<file path="config.mk">
export PLATFORM = sky130hd
export DESIGN_NAME = frame_rx_motor_pulse_drive
export DESIGN_NICKNAME = d
export VERILOG_FILES = /design/src/design/frmd_pkg.sv /design/src/design/frame_rx_motor_pulse_drive.sv
export SDC_FILE = /design/constraint.sdc
export NUM_CORES = 1
export LEC_CHECK = 0
export BUFFER_PORTS_ARGS = -buffer_cell sky130_fd_sc_hd__buf_2
export CAP_MARGIN = 10
export CORE_ASPECT_RATIO = 2
export CORE_MARGIN = 5
export CORE_UTILIZATION = 55
export DETAILED_ROUTE_END_ITERATION = 8
export PLACE_DENSITY = 0.71
export REMOVE_ABC_BUFFERS = 1
export SYNTH_ARGS = -nofsm -noshare
export SYNTH_HDL_FRONTEND = slang
export SYNTH_SLANG_ARGS = --single-unit
</file>
<file path="constraint.sdc">
create_clock -name i_clk -period 3.4 [get_ports i_clk]
set_clock_uncertainty 0.1 [all_clocks]
set_input_delay 0.34 -clock i_clk [delete_from_list [all_inputs] [get_ports i_clk]]
set_output_delay 0.34 -clock i_clk [all_outputs]
set_load 0.03 [all_outputs]
</file>
<file path="src/design/frmd_pkg.sv">
// ----------------------------------------------------------------------------
// frmd_pkg
// Constants and codes shared by the frame receiver / motor drive block and
// its checker.
// ----------------------------------------------------------------------------
`timescale 1ns / 1ps

package frmd_pkg;

    // frame bytes
    localparam logic [7:0] HDR_BYTE  = 8'h66;
    localparam logic [7:0] TAIL_BYTE = 8'h99;

    // motor pin patterns
    localparam logic [7:0] PAT_FWD   = 8'haa;
    localparam logic [7:0] PAT_REV   = 8'h55;
    localparam logic [7:0] PAT_RIGHT = 8'ha5;
    localparam logic [7:0] PAT_LEFT  = 8'h5a;
    localparam logic [7:0] PAT_STOP  = 8'h00;

    // pulse length bases and the neutral byte value
    localparam logic [7:0] FWD_BASE  = 8'ha0;
    localparam logic [7:0] REV_BASE  = 8'h60;
    localparam logic [7:0] MID_VALUE = 8'h80;

    // frame byte positions and the tail position
    localparam logic [2:0] IDX_SPEED = 3'd3;
    localparam logic [2:0] IDX_STEER = 3'd4;
    localparam logic [2:0] IDX_TAIL  = 3'd7;

    // drive phase codes
    localparam logic [1:0] PH_IDLE = 2'd0;
    localparam logic [1:0] PH_ON   = 2'd1;
    localparam logic [1:0] PH_GAP  = 2'd2;

    // frame status codes
    localparam logic [1:0] FS_NONE = 2'd0;
    localparam logic [1:0] FS_GOOD = 2'd1;
    localparam logic [1:0] FS_BAD  = 2'd2;

    // item operation codes
    localparam logic OP_BYTE = 1'b0;
    localparam logic OP_TICK = 1'b1;

    // register indexes
    localparam logic [2:0] REG_FWD_THR  = 3'd0;
    localparam logic [2:0] REG_REV_THR  = 3'd1;
    localparam logic [2:0] REG_RGT_THR  = 3'd2;
    localparam logic [2:0] REG_LFT_THR  = 3'd3;
    localparam logic [2:0] REG_TURN_ON  = 3'd4;
    localparam logic [2:0] REG_TURN_GAP = 3'd5;
    localparam logic [2:0] REG_DRV_GAP  = 3'd6;

    // register reset values
    localparam logic [7:0] RST_FWD_THR  = 8'd176;
    localparam logic [7:0] RST_REV_THR  = 8'd64;
    localparam logic [7:0] RST_RGT_THR  = 8'd208;
    localparam logic [7:0] RST_LFT_THR  = 8'd32;
    localparam logic [7:0] RST_TURN_ON  = 8'd20;
    localparam logic [7:0] RST_TURN_GAP = 8'd5;
    localparam logic [7:0] RST_DRV_GAP  = 8'd32;

endpackage

</file>
<file path="src/design/frame_rx_motor_pulse_drive.sv">
// ----------------------------------------------------------------------------
// frame_rx_motor_pulse_drive
// Serial command frame receiver with a tick-driven pulsed motor sequencer.
// ----------------------------------------------------------------------------
// Usage:
//   input channel (i_in_valid / o_in_ready) carries one item per transaction:
//   i_operation = 0 with a received byte in i_rx_byte, or i_operation = 1 for
//   one time tick. Every item yields exactly one result on the output channel
//   (o_out_valid / i_out_ready): motor pins, drive phase and frame status.
//   configuration channel (i_cfg_valid / o_cfg_ready) writes one of seven
//   8-bit registers by index; it is always ready, index 7 is dropped.
//   Write it only while no item is in flight.
// Pipeline:
//   an item passes the input register, then the result register; one item
//   per cycle sustained while the receiver keeps i_out_ready high, since the
//   frame and drive state are computed between those two registers and
//   update together with the result register.
// Reset:
//   synchronous, active low; registers return to their defaults, the frame
//   receiver waits for a header, speed and steer go to 0x80, the drive is
//   idle with pins stop, and both pipeline stages are empty.
// Stall:
//   while a result waits, one more item is held in the input register, after
//   which o_in_ready drops until the receiver takes the result.
// ----------------------------------------------------------------------------
`timescale 1ns / 1ps

module frame_rx_motor_pulse_drive (
    input  logic       i_clk,
    input  logic       i_rst_n,
    // item channel
    input  logic       i_in_valid,
    output logic       o_in_ready,
    input  logic       i_operation,
    input  logic [7:0] i_rx_byte,
    // result channel
    output logic       o_out_valid,
    input  logic       i_out_ready,
    output logic [7:0] o_motor_pins,
    output logic [1:0] o_drive_phase,
    output logic [1:0] o_frame_status,
    // configuration channel
    input  logic       i_cfg_valid,
    output logic       o_cfg_ready,
    input  logic [2:0] i_cfg_index,
    input  logic [7:0] i_cfg_data
);

    // configuration registers
    logic [7:0] r_fwd_thr, r_rev_thr, r_rgt_thr, r_lft_thr;
    logic [7:0] r_turn_on, r_turn_gap, r_drv_gap;

    // input stage
    logic       r_in_valid;
    logic       r_in_op;
    logic [7:0] r_in_byte;

    // block state
    logic       r_receiving, n_receiving;
    logic [2:0] r_byte_index, n_byte_index;
    logic [7:0] r_speed, n_speed;
    logic [7:0] r_steer, n_steer;
    logic [1:0] r_phase, n_phase;
    logic [7:0] r_count, n_count;
    logic [7:0] r_pins, n_pins;
    logic [1:0] n_status;

    // result stage
    logic       r_out_valid;
    logic [7:0] r_out_pins;
    logic [1:0] r_out_phase;
    logic [1:0] r_out_status;

    logic       w_advance;
    logic       w_in_take;
    logic       w_cfg_take;
    logic [7:0] w_fwd_on;
    logic [7:0] w_rev_on;
    logic       w_turn;
    logic [7:0] w_end_gap;

    assign w_advance  = !r_out_valid || i_out_ready;
    assign o_in_ready = !r_in_valid || w_advance;
    assign w_in_take  = i_in_valid && o_in_ready;
    assign o_cfg_ready = 1'b1;
    assign w_cfg_take  = i_cfg_valid && o_cfg_ready;

    assign w_fwd_on  = (r_speed > frmd_pkg::FWD_BASE) ? r_speed - frmd_pkg::FWD_BASE : 8'd0;
    assign w_rev_on  = (r_speed < frmd_pkg::REV_BASE) ? frmd_pkg::REV_BASE - r_speed : 8'd0;
    assign w_turn    = (r_pins == frmd_pkg::PAT_RIGHT) || (r_pins == frmd_pkg::PAT_LEFT);
    assign w_end_gap = w_turn ? r_turn_gap : r_drv_gap;

    always_comb begin
        n_receiving  = r_receiving;
        n_byte_index = r_byte_index;
        n_speed      = r_speed;
        n_steer      = r_steer;
        n_phase      = r_phase;
        n_count      = r_count;
        n_pins       = r_pins;
        n_status     = frmd_pkg::FS_NONE;

        if (r_in_op == frmd_pkg::OP_TICK) begin
            unique case (r_phase)
                frmd_pkg::PH_ON: begin
                    if (r_count > 8'd1) begin
                        n_count = r_count - 8'd1;
                    end else begin
                        n_pins = frmd_pkg::PAT_STOP;
                        if (w_end_gap != 8'd0) begin
                            n_phase = frmd_pkg::PH_GAP;
                            n_count = w_end_gap;
                        end else begin
                            n_phase = frmd_pkg::PH_IDLE;
                            n_count = 8'd0;
                        end
                    end
                end
                frmd_pkg::PH_GAP: begin
                    n_pins = frmd_pkg::PAT_STOP;
                    if (r_count > 8'd1) begin
                        n_count = r_count - 8'd1;
                    end else begin
                        n_phase = frmd_pkg::PH_IDLE;
                        n_count = 8'd0;
                    end
                end
                default: begin
                    // idle, and the unused code treated as idle
                    logic [7:0] v_pat;
                    logic [7:0] v_on;
                    logic [7:0] v_gap;
                    logic       v_go;
                    v_go  = 1'b1;
                    v_pat = frmd_pkg::PAT_STOP;
                    v_on  = 8'd0;
                    v_gap = 8'd0;
                    priority if (r_speed > r_fwd_thr) begin
                        v_pat = frmd_pkg::PAT_FWD;
                        v_on  = w_fwd_on;
                        v_gap = r_drv_gap;
                    end else if (r_speed < r_rev_thr) begin
                        v_pat = frmd_pkg::PAT_REV;
                        v_on  = w_rev_on;
                        v_gap = r_drv_gap;
                    end else if (r_steer > r_rgt_thr) begin
                        v_pat = frmd_pkg::PAT_RIGHT;
                        v_on  = r_turn_on;
                        v_gap = r_turn_gap;
                    end else if (r_steer < r_lft_thr) begin
                        v_pat = frmd_pkg::PAT_LEFT;
                        v_on  = r_turn_on;
                        v_gap = r_turn_gap;
                    end else begin
                        v_go = 1'b0;
                    end
                    n_phase = frmd_pkg::PH_IDLE;
                    n_count = 8'd0;
                    n_pins  = frmd_pkg::PAT_STOP;
                    if (v_go) begin
                        if (v_on != 8'd0) begin
                            n_phase = frmd_pkg::PH_ON;
                            n_count = v_on;
                            n_pins  = v_pat;
                        end else if (v_gap != 8'd0) begin
                            // zero on ticks: straight into the gap
                            n_phase = frmd_pkg::PH_GAP;
                            n_count = v_gap;
                        end
                    end
                end
            endcase
        end else begin
            if (!r_receiving) begin
                if (r_in_byte == frmd_pkg::HDR_BYTE) begin
                    n_receiving  = 1'b1;
                    n_byte_index = 3'd0;
                end
            end else begin
                n_byte_index = r_byte_index + 3'd1;
                if (n_byte_index == frmd_pkg::IDX_SPEED) begin
                    n_speed = r_in_byte;
                end
                if (n_byte_index == frmd_pkg::IDX_STEER) begin
                    n_steer = r_in_byte;
                end
                if (n_byte_index == frmd_pkg::IDX_TAIL) begin
                    n_status     = (r_in_byte == frmd_pkg::TAIL_BYTE) ?
                                   frmd_pkg::FS_GOOD : frmd_pkg::FS_BAD;
                    n_receiving  = 1'b0;
                    n_byte_index = 3'd0;
                end
            end
        end
    end

    // configuration registers
    always_ff @(posedge i_clk) begin
        if (!i_rst_n) begin
            r_fwd_thr  <= frmd_pkg::RST_FWD_THR;
            r_rev_thr  <= frmd_pkg::RST_REV_THR;
            r_rgt_thr  <= frmd_pkg::RST_RGT_THR;
            r_lft_thr  <= frmd_pkg::RST_LFT_THR;
            r_turn_on  <= frmd_pkg::RST_TURN_ON;
            r_turn_gap <= frmd_pkg::RST_TURN_GAP;
            r_drv_gap  <= frmd_pkg::RST_DRV_GAP;
        end else if (w_cfg_take) begin
            unique case (i_cfg_index)
                frmd_pkg::REG_FWD_THR:  r_fwd_thr  <= i_cfg_data;
                frmd_pkg::REG_REV_THR:  r_rev_thr  <= i_cfg_data;
                frmd_pkg::REG_RGT_THR:  r_rgt_thr  <= i_cfg_data;
                frmd_pkg::REG_LFT_THR:  r_lft_thr  <= i_cfg_data;
                frmd_pkg::REG_TURN_ON:  r_turn_on  <= i_cfg_data;
                frmd_pkg::REG_TURN_GAP: r_turn_gap <= i_cfg_data;
                frmd_pkg::REG_DRV_GAP:  r_drv_gap  <= i_cfg_data;
                default: ;
            endcase
        end
    end

    // input stage
    always_ff @(posedge i_clk) begin
        if (!i_rst_n) begin
            r_in_valid <= 1'b0;
        end else if (o_in_ready) begin
            r_in_valid <= i_in_valid;
        end
    end

    always_ff @(posedge i_clk) begin
        if (w_in_take) begin
            r_in_op   <= i_operation;
            r_in_byte <= i_rx_byte;
        end
    end

    // state and result stage
    always_ff @(posedge i_clk) begin
        if (!i_rst_n) begin
            r_receiving  <= 1'b0;
            r_byte_index <= 3'd0;
            r_speed      <= frmd_pkg::MID_VALUE;
            r_steer      <= frmd_pkg::MID_VALUE;
            r_phase      <= frmd_pkg::PH_IDLE;
            r_count      <= 8'd0;
            r_pins       <= frmd_pkg::PAT_STOP;
            r_out_valid  <= 1'b0;
        end else if (w_advance) begin
            r_out_valid <= r_in_valid;
            if (r_in_valid) begin
                r_receiving  <= n_receiving;
                r_byte_index <= n_byte_index;
                r_speed      <= n_speed;
                r_steer      <= n_steer;
                r_phase      <= n_phase;
                r_count      <= n_count;
                r_pins       <= n_pins;
            end
        end
    end

    always_ff @(posedge i_clk) begin
        if (w_advance && r_in_valid) begin
            r_out_pins   <= n_pins;
            r_out_phase  <= n_phase;
            r_out_status <= n_status;
        end
    end

    assign o_out_valid    = r_out_valid;
    assign o_motor_pins   = r_out_pins;
    assign o_drive_phase  = r_out_phase;
    assign o_frame_status = r_out_status;

endmodule

</file>
==> impl.org <==
** Synth
- Synth cell types :: 72
- Post-Synthesis Mean Instance Area :: 8.73 sq um
- Synthesis handed over a netlist of 736 instances.
- Sorting the synthesized cells by area gives the leading types as dfxtp_1 30%, edfxtp_1 9.8%, nand2_1 8.7%, ha_1 8.0%, a21boi_0 5.0%.
- Number of enable-type register cells in the synthesized netlist :: 21
- Flip-flop and latch count after synthesis :: 117
- Of all flip-flops after synthesis, the portion carrying an async set or reset was 0%.
- Library cell occupying the most area in the post-synthesis netlist :: dfxtp_1
- Most common cell in the netlist :: nand2_1
- Part of the Yosys area used for sequential elements :: 39.7%
- For this run, the leading register cell type out of synthesis is dfxtp_1.
- Summing every instance area after synthesis gives 0.00643 sq mm.
- Number of warnings issued by yosys :: 0
- Area share of the leading cell type in the synthesized netlist :: 29.9%
- The commonest cells after synthesis are 149 x nand2_1, 96 x dfxtp_1, 51 x inv_1, 43 x a21boi_0, 41 x ha_1.

** Global routing
- For this run the aggregate overflow at the end of global routing stands at 0.
- Largest net degree at the start of global routing :: 46
- Global routing usage summed across all routing layers :: 28.4%
- Number of antenna violations at the first check in global routing :: 0
- The number of global-route vias before repair came to 5939.
- Global-route wire length before repair :: 30500 um

** Finish
- Signed area change from the synthesized netlist to the final layout :: 18.5%
- Once layout is complete, the utilization of the core stands at 65.5%.
- Nets :: 867
- The number of antenna diodes in the final layout is 0.
- Final Non-Filler Cells :: 959
- Share of post-route cells with drive strength above 1 :: 13.4%

** Place
- DP Worst Slack :: 119 ps
- Port buffering added 38 buffers.
- Placed cell count :: 917
- Routability-driven placement finished with a final weighted congestion of 0.960.
- Detailed Place HPWL :: 14500 um

** Setup path
- Terminus of the critical flop-to-flop path :: o_motor_pins[4]$_DFFE_PP_
- Category of the most critical setup path :: flip-flop to flip-flop
- In this run the worst path has a maximum fanout of 10.
- Worst EP required :: 3460 ps
- Worst endpoint data arrival time :: 3280 ps
- For flop-to-flop paths, the worst setup slack is 180 ps.
- Category of the worst setup path capture point :: flip-flop
- For the worst flop-to-flop path, the logic depth is 11.
- Critical register-to-register path startpoint :: r_fwd_thr[3]$_SDFFE_PN0P_
- The most critical setup path has its startpoint at r_fwd_thr[3]$_SDFFE_PN0P_.
- Critical path startpoint category :: flip-flop

** Outcome
- Outcome :: finished clean

** Routing
- After detailed routing, the average wire length per cell comes to 20.0 um.
- Total number of vias :: 5789
- Before antenna repair, the detailed router went through 8 iterations.
- Number of violations reported at the end of detailed-routing iteration 0 :: 338
- The count of nets left with antenna violations once routing finished came out at 0.
- Average via count per standard cell :: 6.04
- The final layout contains routed wiring with a total length of 19200 um.
- After detailed routing, the number of remaining DRC violations is 0.

** Timing
- The final-report hold violation count was 0.
- Slew headroom :: 36.8%
- Summed over all failing endpoints, the final setup total negative slack is 0 ps.
- Derived from the worst setup path, the maximum achievable clock frequency is 311 MHz.
- The worst path uses 94.7% of the clock period.
- The worst path needs 3220 ps of the cycle, external delays included.
- Smallest setup slack after layout :: 180 ps
- Unrepaired setup endpoints after global routing :: no
- Setup violations remaining at the end of the flow were counted as 0.
- Max Transition Viols Final :: 0
- For the pin with the worst max-slew slack, the measured transition is 941 ps.

** Min path
- The worst hold path begins at i_in_valid.
- The worst hold path belongs to the class primary input to flip-flop.
- The worst hold path passes through 3 cells.
- Hold path endpoint :: r_in_valid$_SDFFE_PN0N_

** Pwr
- The worst-case IR drop observed on VDD is 0.378 mV.
- The design draws 3620 uW.
- Leakage power :: 0.00307 uW
- Power per cell area :: 475 mW/mm^2

** Floorplan
- Once the floorplan was initialized, standard cells occupied 55.3% of the core.
- Die span in x :: 86.4 um
- 40 I/O pins were placed.
- Height of the die :: 163 um
- Row generation in the floorplan step produced 56 rows.
- The core region is 0.0116 sq mm.
- The die covers 0.0141 sq mm.

** CTS
- Clock tree from TritonCTS :: yes
- The clock drives 117 sinks.
- Clock Tree Root :: clkbuf_16
- Clock transition at the registers of the reported paths :: 60 ps
- In this run the number of H-tree levels came out at 4.
- At the later pin of the worst-skew pair, clock insertion delay measures 420 ps.
- Post-CTS repair timing setup buffer count :: 0
- Cts bufs inserted :: 17
- The clock passes through at most 2 buffers.

** Run
- Max Cap Violations :: 0
-- kinds of logic (layout without fill, tap and decap cells) --
| group | count (synthesis) | in the layout | share of synthesized area (%) |
|---|---|---|---|
| AOI/OAI and AO/OA | 182 | 182 | 20.8 |
| xor gates and xnor gates | 8 | 8 | 1.09 |
| adders and majority gates | 41 | 41 | 7.98 |
| buffers and inverters | 75 | 153 | 4.46 |
| DFF | 117 | 117 | 39.7 |
| muxes | 26 | 26 | 4.05 |
| other | 1 | 1 | 0.0583 |
| and+or+nand+nor | 286 | 286 | 21.8 |
-- repair_timing --
| action | CTS | global route |
|---|---|---|
| hold buffers | 9 | 0 |
| gates resized for setup | 0 | 4 |
| endpoints found under the hold margin | 9 | 0 |
| endpoints found under the setup margin | 0 | 14 |
-- critical path: stages, from the launching register on --
cell,delay (ps)
dfxtp_1,330
inv_1,50
ha_1,290
and3_1,190
or3b_4,410
a22oi_4,300
nor2_2,130
a32o_2,290
a211oi_4,250
nand3_4,200
and3_1,230
a22o_1,180
-- area by class of cell --
type | count | area (sq um)
clock buffer | 20 | 468
clock inverter | 12 | 141
fill | 1022 | 4020
inverter | 51 | 191
multi-input combinational | 544 | 3610
sequential | 117 | 2550
tap | 145 | 181
timing repair buffer | 70 | 465
-- registers in the layout, summed over array words and instances, names as in the netlist, 8 cells and up --
signal and flops:
r_speed 8, r_rgt_thr 8, r_turn_gap 8, r_in_byte 8, r_fwd_thr 8, r_steer 8
r_count 8, r_drv_gap 8, o_motor_pins 8, r_rev_thr 8, r_lft_thr 8, r_turn_on 8
r_pins 8
-- per-layer routing --
metal | wire [um] | global-route usage [%] | part of all wire [%] | vias up
li1 | - | - | - | 2765
met1 | 6510 | 27.5 | 34 | 2733
met2 | 10500 | 51.0 | 54 | 206
met3 | 685 | 5.06 | 3.6 | 85
met4 | 1570 | 22.3 | 8.1 | 0
met5 | 0 | 0 | 0 | -
-- cells in the final DEF (no fill, tap or decap), types with 4 or more instances in the layout --
master	netlist	layout
nand2_1	149	149
dfxtp_1	96	96
inv_1	51	51
a21boi_0	43	43
ha_1	41	41
buf_2	1	38
mux2i_1	26	26
nand3_1	24	24
nor2_1	23	23
a21oi_1	23	23
o21ai_0	22	22
nor2b_1	21	21
edfxtp_1	21	21
buf_4	1	21
clkbuf_16	0	18
o211ai_1	10	10
a21o_1	10	10
dlygate4sd3_1	0	9
nor4bb_1	8	8
nor3_1	8	8
a31oi_1	8	8
nand4_1	7	7
nand2b_1	7	7
a22oi_1	7	7
o21a_1	6	6
nor4_1	6	6
and3_1	5	5
xnor2_1	5	5
o22ai_1	5	5
and2_1	4	4
or4_1	4	4
a22o_1	4	4
inv_6	0	4
-- power breakdown --
| group | internal (uW) | switching [uW] |
|---|---|---|
| logic | 109 | 181 |
| registers | 1450 | 28.4 |
| clock network | 1150 | 697 |
| total | 2710 | 907 |
-- worst max path at each step --
stage / cells past startpoint / to / slack [ps]
after floorplan: 10 / o_motor_pins[4]$_DFFE_PP_ / 450
after global placement: 12 / r_count[3]$_SDFFE_PN0P_ / 210
after detailed placement: 11 / o_motor_pins[4]$_DFFE_PP_ / 120
after CTS: 11 / o_motor_pins[4]$_DFFE_PP_ / 110
after global routing: 12 / o_motor_pins[1]$_DFFE_PP_ / 20
final: 11 / o_motor_pins[4]$_DFFE_PP_ / 180
-- stage by stage --
| stage | hold slack [ps] | cell area (sq um) |
|---|---|---|
| final | 72.5 | 7610 |
| after CTS | 60.4 | 7580 |
| after global routing | 76.0 | 7610 |
| after detailed placement | 358 | 6880 |
| after global placement | 354 | 6880 |
| after floorplan | 302 | 6330 |
(Power assumes the default switching activity.)
